$ cat src/rtl/dnv_pkg.sv
// Shared types, constants and helper functions for the DNS name validator.
// No dependencies; every other source file but dnv_checker imports this package.
`timescale 1ns / 1ps
`default_nettype none

package dnv_pkg;

    localparam int CFG_IDX_W = 8;
    localparam int CFG_DATA_W = 8;
    localparam int CNT_W = 9;

    localparam logic [CFG_IDX_W-1:0] CFG_MAX_LABEL = 8'd0;
    localparam logic [CFG_IDX_W-1:0] CFG_MAX_NAME = 8'd1;

    localparam logic [CFG_DATA_W-1:0] MAX_LABEL_RST = 8'd63;
    localparam logic [CFG_DATA_W-1:0] MAX_NAME_RST = 8'd255;

    localparam logic [CNT_W-1:0] CNT_MAX = '1;

    localparam logic [7:0] CHAR_DOT = 8'h2E;
    localparam logic [7:0] CHAR_UNDERSCORE = 8'h5F;
    localparam logic [7:0] CHAR_HYPHEN = 8'h2D;

    typedef enum logic [1:0] {
        STATUS_VALID    = 2'd0,
        STATUS_NON_RFC  = 2'd1,
        STATUS_BAD_CHAR = 2'd2,
        STATUS_INVALID  = 2'd3
    } status_t;

    typedef struct packed {
        logic [7:0] name_byte;
        logic       byte_present;
        logic       end_of_name;
    } in_item_t;

    typedef struct packed {
        logic             step;
        logic             load_result;
    } stage_ctl_t;

    typedef struct packed {
        logic [1:0]       trail_left;
        logic [CNT_W-1:0] label_bytes;
        logic [CNT_W-1:0] name_bytes;
        logic             fatal_seen;
        logic             bad_char_seen;
        logic             non_rfc_seen;
        logic             first_was_dot;
    } name_state_t;

    function automatic logic [CNT_W-1:0] sat_inc(input logic [CNT_W-1:0] v);
        return (v == CNT_MAX) ? CNT_MAX : v + CNT_W'(1);
    endfunction

    function automatic logic is_plain(input logic [7:0] c);
        return c inside {[8'h61:8'h7A], [8'h41:8'h5A], [8'h30:8'h39], CHAR_HYPHEN};
    endfunction

endpackage

`default_nettype wire

$ cat src/rtl/dnv_cfg_regs.sv
// Configuration registers: label and name length limits.
// Depends on dnv_pkg.
`timescale 1ns / 1ps
`default_nettype none

module dnv_cfg_regs (
    input  wire logic                           clk,
    input  wire logic                           rst_n,
    input  wire logic                           cfg_valid,
    output logic                                cfg_ready,
    input  wire logic [dnv_pkg::CFG_IDX_W-1:0]  cfg_index,
    input  wire logic [dnv_pkg::CFG_DATA_W-1:0] cfg_data,
    output logic [dnv_pkg::CFG_DATA_W-1:0]      max_label,
    output logic [dnv_pkg::CFG_DATA_W-1:0]      max_name
);
    import dnv_pkg::*;

    logic [CFG_DATA_W-1:0] max_label_reg;
    logic [CFG_DATA_W-1:0] max_name_reg;
    logic                  wr_en;

    assign cfg_ready = 1'b1;
    assign wr_en = cfg_valid && cfg_ready;

    always_ff @(posedge clk or negedge rst_n)
    begin
        if (!rst_n)
        begin
            max_label_reg <= MAX_LABEL_RST;
            max_name_reg  <= MAX_NAME_RST;
        end
        else if (wr_en)
        begin
            case (cfg_index)
                CFG_MAX_LABEL: max_label_reg <= cfg_data;
                CFG_MAX_NAME:  max_name_reg  <= cfg_data;
                default: ;
            endcase
        end
    end

    assign max_label = max_label_reg;
    assign max_name  = max_name_reg;

endmodule

`default_nettype wire

$ cat src/rtl/dnv_in_stage.sv
// Input register stage: holds one request and issues it to the core.
// Depends on dnv_pkg.
`timescale 1ns / 1ps
`default_nettype none

module dnv_in_stage (
    input  wire logic              clk,
    input  wire logic              rst_n,
    input  wire logic              in_valid,
    output logic                   in_stall,
    input  wire dnv_pkg::in_item_t in_item,
    input  wire logic              out_busy,
    output dnv_pkg::in_item_t      item,
    output dnv_pkg::stage_ctl_t    ctl
);
    import dnv_pkg::*;

    logic     vld_reg;
    logic     vld_next;
    in_item_t item_reg;
    logic     step;
    logic     accept;

    // an item that ends a name needs a free result register
    assign step = vld_reg && !(item_reg.end_of_name && out_busy);
    assign in_stall = vld_reg && !step;
    assign accept = in_valid && !in_stall;

    always_comb
    begin
        vld_next = vld_reg;
        if (accept)
            vld_next = 1'b1;
        else if (step)
            vld_next = 1'b0;
    end

    always_ff @(posedge clk or negedge rst_n)
    begin
        if (!rst_n)
            vld_reg <= 1'b0;
        else
            vld_reg <= vld_next;
    end

    always_ff @(posedge clk)
    begin
        if (accept)
            item_reg <= in_item;
    end

    assign item = item_reg;
    assign ctl.step = step;
    assign ctl.load_result = step && item_reg.end_of_name;

endmodule

`default_nettype wire

$ cat src/rtl/dnv_core.sv
// Per-name state (UTF-8 trail count, counters, sticky flags) and status logic.
// Depends on dnv_pkg.
`timescale 1ns / 1ps
`default_nettype none

module dnv_core (
    input  wire logic                           clk,
    input  wire logic                           rst_n,
    input  wire dnv_pkg::stage_ctl_t            ctl,
    input  wire dnv_pkg::in_item_t              item,
    input  wire logic [dnv_pkg::CFG_DATA_W-1:0] max_label,
    input  wire logic [dnv_pkg::CFG_DATA_W-1:0] max_name,
    output dnv_pkg::status_t                    status_next
);
    import dnv_pkg::*;

    name_state_t st_reg;
    name_state_t st_next;
    name_state_t upd;
    logic [7:0]       c;
    logic [CNT_W-1:0] lim_label;
    logic [CNT_W-1:0] lim_name;

    assign c = item.name_byte;
    assign lim_label = {1'b0, max_label};
    assign lim_name  = {1'b0, max_name};

    always_comb
    begin
        upd = st_reg;
        if (item.byte_present)
        begin
            if (st_reg.name_bytes == '0 && c == CHAR_DOT)
                upd.first_was_dot = 1'b1;
            upd.name_bytes = sat_inc(st_reg.name_bytes);
            if (c[7])
            begin
                upd.label_bytes = sat_inc(st_reg.label_bytes);
                if (!c[6])
                begin
                    if (st_reg.trail_left == 2'd0)
                        upd.fatal_seen = 1'b1;
                    else
                        upd.trail_left = st_reg.trail_left - 2'd1;
                end
                else if (st_reg.trail_left != 2'd0)
                    upd.fatal_seen = 1'b1;
                else if (!c[5])
                    upd.trail_left = 2'd1;
                else if (!c[4])
                    upd.trail_left = 2'd2;
                else if (!c[3])
                    upd.trail_left = 2'd3;
                else
                    upd.fatal_seen = 1'b1;
            end
            else if (st_reg.trail_left != 2'd0)
            begin
                upd.label_bytes = sat_inc(st_reg.label_bytes);
                upd.fatal_seen = 1'b1;
            end
            else if (c == CHAR_DOT)
            begin
                if (st_reg.label_bytes == '0 || st_reg.label_bytes > lim_label)
                    upd.fatal_seen = 1'b1;
                upd.label_bytes = '0;
            end
            else
            begin
                upd.label_bytes = sat_inc(st_reg.label_bytes);
                if (!is_plain(c))
                begin
                    upd.non_rfc_seen = 1'b1;
                    if (c != CHAR_UNDERSCORE)
                        upd.bad_char_seen = 1'b1;
                end
            end
        end
    end

    always_comb
    begin
        if (upd.name_bytes == '0 || upd.name_bytes > lim_name)
            status_next = STATUS_INVALID;
        else if (upd.name_bytes == CNT_W'(1) && upd.first_was_dot)
            status_next = STATUS_VALID;
        else if (upd.fatal_seen || upd.label_bytes > lim_label)
            status_next = STATUS_INVALID;
        else if (upd.bad_char_seen)
            status_next = STATUS_BAD_CHAR;
        else if (upd.non_rfc_seen)
            status_next = STATUS_NON_RFC;
        else
            status_next = STATUS_VALID;
    end

    always_comb
    begin
        st_next = st_reg;
        if (ctl.step)
            st_next = item.end_of_name ? '0 : upd;
    end

    always_ff @(posedge clk or negedge rst_n)
    begin
        if (!rst_n)
            st_reg <= '0;
        else
            st_reg <= st_next;
    end

endmodule

`default_nettype wire

$ cat src/rtl/dnv_out_stage.sv
// Result register: holds one status until the downstream side takes it.
// Depends on dnv_pkg.
`timescale 1ns / 1ps
`default_nettype none

module dnv_out_stage (
    input  wire logic                clk,
    input  wire logic                rst_n,
    input  wire dnv_pkg::stage_ctl_t ctl,
    input  wire dnv_pkg::status_t    status_next,
    output logic                     out_valid,
    input  wire logic                out_stall,
    output logic [1:0]               status,
    output logic                     out_busy
);
    import dnv_pkg::*;

    logic    vld_reg;
    logic    vld_next;
    status_t status_reg;

    assign out_busy = vld_reg && out_stall;

    always_comb
    begin
        vld_next = vld_reg && out_stall;
        if (ctl.load_result)
            vld_next = 1'b1;
    end

    always_ff @(posedge clk or negedge rst_n)
    begin
        if (!rst_n)
            vld_reg <= 1'b0;
        else
            vld_reg <= vld_next;
    end

    always_ff @(posedge clk)
    begin
        if (ctl.load_result)
            status_reg <= status_next;
    end

    assign out_valid = vld_reg;
    assign status = status_reg;

endmodule

`default_nettype wire

$ cat src/rtl/dns_name_validator_top.sv
// Top level of the DNS name validator: input stage, core, result stage, config.
// Depends on dnv_pkg, dnv_cfg_regs, dnv_in_stage, dnv_core, dnv_out_stage.
//
//  channel | handshake                | payload
//  --------+--------------------------+--------------------------------------
//  in      | in_valid / in_stall      | name_byte, byte_present, end_of_name
//  out     | out_valid / out_stall    | status
//  cfg     | cfg_valid / cfg_ready    | cfg_index, cfg_data
//
// One request per cycle while in_stall is low; the result register loads a status
// as the name-ending request leaves the input register. The per-byte work is one
// compare/increment pass between the input register and the result register.
// in_stall rises only when a name-ending request waits on a stalled result.
// Reset clears limits to 63/255 and all per-name state; cfg_ready is always high.
`timescale 1ns / 1ps
`default_nettype none

module dns_name_validator_top (
    input  wire logic                           clk,
    input  wire logic                           rst_n,
    input  wire logic                           in_valid,
    output logic                                in_stall,
    input  wire logic [7:0]                     name_byte,
    input  wire logic                           byte_present,
    input  wire logic                           end_of_name,
    output logic                                out_valid,
    input  wire logic                           out_stall,
    output logic [1:0]                          status,
    input  wire logic                           cfg_valid,
    output logic                                cfg_ready,
    input  wire logic [dnv_pkg::CFG_IDX_W-1:0]  cfg_index,
    input  wire logic [dnv_pkg::CFG_DATA_W-1:0] cfg_data
);
    import dnv_pkg::*;

    in_item_t              in_item;
    in_item_t              item;
    stage_ctl_t            ctl;
    status_t               status_next;
    logic                  out_busy;
    logic [CFG_DATA_W-1:0] max_label;
    logic [CFG_DATA_W-1:0] max_name;

    assign in_item.name_byte = name_byte;
    assign in_item.byte_present = byte_present;
    assign in_item.end_of_name = end_of_name;

    dnv_cfg_regs u_cfg (
        .clk       (clk),
        .rst_n     (rst_n),
        .cfg_valid (cfg_valid),
        .cfg_ready (cfg_ready),
        .cfg_index (cfg_index),
        .cfg_data  (cfg_data),
        .max_label (max_label),
        .max_name  (max_name)
    );

    dnv_in_stage u_in (
        .clk      (clk),
        .rst_n    (rst_n),
        .in_valid (in_valid),
        .in_stall (in_stall),
        .in_item  (in_item),
        .out_busy (out_busy),
        .item     (item),
        .ctl      (ctl)
    );

    dnv_core u_core (
        .clk         (clk),
        .rst_n       (rst_n),
        .ctl         (ctl),
        .item        (item),
        .max_label   (max_label),
        .max_name    (max_name),
        .status_next (status_next)
    );

    dnv_out_stage u_out (
        .clk         (clk),
        .rst_n       (rst_n),
        .ctl         (ctl),
        .status_next (status_next),
        .out_valid   (out_valid),
        .out_stall   (out_stall),
        .status      (status),
        .out_busy    (out_busy)
    );

endmodule

`default_nettype wire

$ cat config.mk
export PLATFORM = sky130hd
export DESIGN_NAME = dns_name_validator_top
export DESIGN_NICKNAME = d
export VERILOG_FILES = /design/src/rtl/dnv_pkg.sv /design/src/rtl/dnv_cfg_regs.sv /design/src/rtl/dnv_in_stage.sv /design/src/rtl/dnv_core.sv /design/src/rtl/dnv_out_stage.sv /design/src/rtl/dns_name_validator_top.sv
export SDC_FILE = /design/constraint.sdc
export NUM_CORES = 1
export LEC_CHECK = 0
export BUFFER_PORTS_ARGS = -buffer_cell sky130_fd_sc_hd__buf_2
export CELL_PAD_IN_SITES_DETAIL_PLACEMENT = 2
export CELL_PAD_IN_SITES_GLOBAL_PLACEMENT = 2
export CORE_ASPECT_RATIO = 0.9
export CORE_MARGIN = 5
export CORE_UTILIZATION = 38
export CTS_BUF_LIST = sky130_fd_sc_hd__clkbuf_8
export DETAILED_ROUTE_END_ITERATION = 8
export PLACE_DENSITY = 0.87
export SYNTH_ARGS = -nofsm -noshare
export SYNTH_HDL_FRONTEND = slang
export SYNTH_SLANG_ARGS = --single-unit
export TNS_END_PERCENT = 100
$ cat constraint.sdc
create_clock -name clk -period 3.5 [get_ports clk]
set_input_delay 0.525 -clock clk [delete_from_list [all_inputs] [get_ports clk]]
set_output_delay 0.525 -clock clk [all_outputs]
set_load 0.01 [all_outputs]
==> impl_metrics.py <==
metrics = {
    "synthesis": {
        "synth_common_cells": "inv_1 (34), ha_1 (29), nand2_1 (29), dfrtp_1 (28), nor2_1 (26)",
        "synth_area_per_cell_sq_um": 9.35,
        "netlist_instances": 374,
        "ys_warn_count": 0,
        "ys_types": 56,
        "yosysTopAreaCell": "dfrtp_1",
        "netlist_area_sq_um": 3500,
        "synth-async-reset-ratio": 0.778,
        "synth.top_cells.by_area": "dfrtp_1 (20%), dfstp_2 (11%), ha_1 (10%)",
        "synth_edf_count": 12,
        "yosysMostFrequentCell": "inv_1",
        "ys_ff_latch": 54,
        "synthFlopType": "dfrtp_1",
        "yosysSeqAreaShare": 0.408,
        "synth_fp_nets": 434,
        "synth.top_cell.area_share": 0.200,
    },
    "clocking": {
        "cts.sinks": 54,
        "cts_buffer_depth": 2,
        "hold_buffers": 0,
        "tritoncts.num_buffers": 5,
        "h-tree-depth": 2,
        "cts_root_buf": "clkbuf_8",
        "cts_tree": "built",
        "path_clk_slew_ns": 0.11,
        "clk-insertion-delay-late_ns": 0.32,
    },
    "route": {
        "vias": 3126,
        "wire_per_inst_microns": 22.7,
        "vias_per_cell": 5.83,
        "remaining_drc_errors": 0,
        "drtIter0Drc": 158,
        "first_pass_iters": 6,
        "routed_wl_microns": 12200,
        "ant_nets": 0,
    },
    "timing": {
        "fin_skew_ns": 0.0106,
        "final_hold_viol_count": 0,
        "min_period_ns": 3.32,
        "max_freq_mhz": 301,
        "worst_pin_slew_ns": 1.04,
        "finalSetupViolations": 0,
        "fin_crit_sh": 0.948,
        "holdWs_ns": 0.378,
        "slew_viol_final": 0,
        "slew_headroom": 0.304,
    },
    "cells_and_area": {
        "antenna_cells": 0,
        "areaGrowthSynthToFinish_pct": 11.5,
        "drive_gt1_frac": 0.205,
        "final_util": 0.431,
        "largest_register_ffs": 24,
        "fin_nets": 473,
    },
    "critical_path": {
        "end_kind": "flop",
        "crit_slowest_cell": "or3_1",
        "critPathMaxFanout": 8,
        "critPathMaxStageDelay_ns": 0.51,
        "critPathRequiredTime_ns": 3.59,
        "worstPathArrival_ns": 3.41,
        "critPathLaunch": "u_core.st_reg[19]",
        "timing.rr.start": "u_core.st_reg[19]",
        "path_cells": "and3_1 > nand3_1 > or3_1 > nand3b_1 > o21ai_0 > nor2_1 > ha_1 > nor2b_1 > o2111ai_1 > and3_1 > o32a_1 > nand4_1 > a21o_1",
        "cp-start-kind": "flop",
        "critical_path_class": "reg2reg",
        "crit_top_cell": "and3_1",
    },
    "floorplanning": {
        "initial_core_util": 0.387,
        "core_area_sq_um": 9040,
        "dieArea_sq_um": 11200,
        "die_h_microns": 101,
        "die_w_microns": 111,
        "num_rows": 33,
        "io_pins": 36,
    },
    "placed_design": {
        "portBuffers": 34,
        "gp_congestion": 0.823,
        "place_hpwl_microns": 8790,
    },
    "global_route": {
        "grt_pass1_wl_microns": 19200,
        "grt_max_degree": 43,
        "grt.overflow.total": 0,
        "grt_use_total": 0.216,
        "grt_pass1_vias": 3534,
        "antenna_found_initial": 0,
    },
    "outcome": {
        "status": "completed",
    },
    "run": {
        "drv_cap": 0,
    },
    "min_path": {
        "hold_class": "in2reg",
        "hold_path.startpoint": "name_byte[7]",
    },
    "power": {
        "irDropWorstVdd_mv": 0.168,
        "leakagePower_nw": 1.78,
        "p_per_area_nw_per_um2": 373,
    },
}
[layer usage]
metal	track usage	up-vias	share of wire
li1	-	1449	-
met5	0	-	0
met1	0.257	1585	0.43
met3	0.0270	30	0.026
met4	0.0879	0	0.029
met2	0.400	62	0.51
[what timing repair did]
action                     in CTS  in global routing
setup endpoints to repair       0                  2
resized for setup               0                  1
setup buffers                   0                  2
[cells in the final DEF, fill, tap and decap left out, types with 6 or more instances in the layout]
master,count
a22o_1,7
edfxtp_1,12
nor2_1,26
buf_2,34
mux2_2,10
nand2_1,29
nand3_1,12
o211ai_1,6
o21ai_0,25
nor3_1,6
nand4_1,13
o22ai_1,6
a21oi_1,19
dfstp_2,14
ha_1,29
buf_4,11
dfrtp_1,28
inv_1,35
a31oi_1,14
[worst max-delay path: cells and delay by family (launching register included)]
kind	cells	cell delay, ns
simple gates	8	1.58
compound gates	4	0.74
flops	1	0.50
fa+ha+maj	1	0.27
[power by group]
| group | total (mW) | internal (mW) | switching (mW) |
|---|---|---|---|
| sequential | 0.744 | 0.700 | 0.0438 |
| clock | 0.359 | 0.136 | 0.223 |
| combinational | 0.350 | 0.135 | 0.215 |
[stage by stage]
step | power, mW | TNS, ns | cell area [sq um] | std cells | worst slack (ns)
floorplan | 0.951 | 0 | 3500 | 374 | 0.644
global placement | 1.05 | 0 | 3800 | 526 | 0.318
detailed placement | 1.08 | 0 | 3800 | 526 | 0.224
CTS | 1.45 | 0 | 3880 | 534 | 0.168
global route | 1.52 | -0.00613 | 3900 | 536 | -0.00613
finish | 1.45 | 0 | 3900 | 536 | 0.181
[kinds of logic after synthesis]
| group | share of synthesized area |
|---|---|
| and+or+nand+nor | 0.197 |
| xor gates and xnor gates | 0.0175 |
| buffers and inverters | 0.0622 |
| DFF | 0.408 |
| other | 0.00107 |
| adders and majority gates | 0.104 |
| muxes | 0.0351 |
| AOI/OAI and AO/OA | 0.175 |
[worst paths after layout]
path	endpoint	slack (ns)	depth (start not counted)
setup / recovery	u_out.status[1]	0.18	13
hold / removal	u_in.item[9]	0.38	1
setup reg to reg	u_out.status[1]	0.18	13
hold reg to reg	u_core.st_reg[1]	0.54	2
max in group asynchronous	u_core.st_reg[23]	2.47	1
min in group asynchronous	u_cfg.max_label[7]	0.39	1
[area by class of cell]
type / instances / area (sq um)
flip-flops and latches: 54 / 1430
multi-input cells: 273 / 1860
clock buffers: 5 / 68.8
clock inverters: 3 / 12.5
repair buffers: 45 / 253
well taps: 122 / 153
inverters: 34 / 128
fillers: 997 / 5140
(Power assumes the default switching activity.)
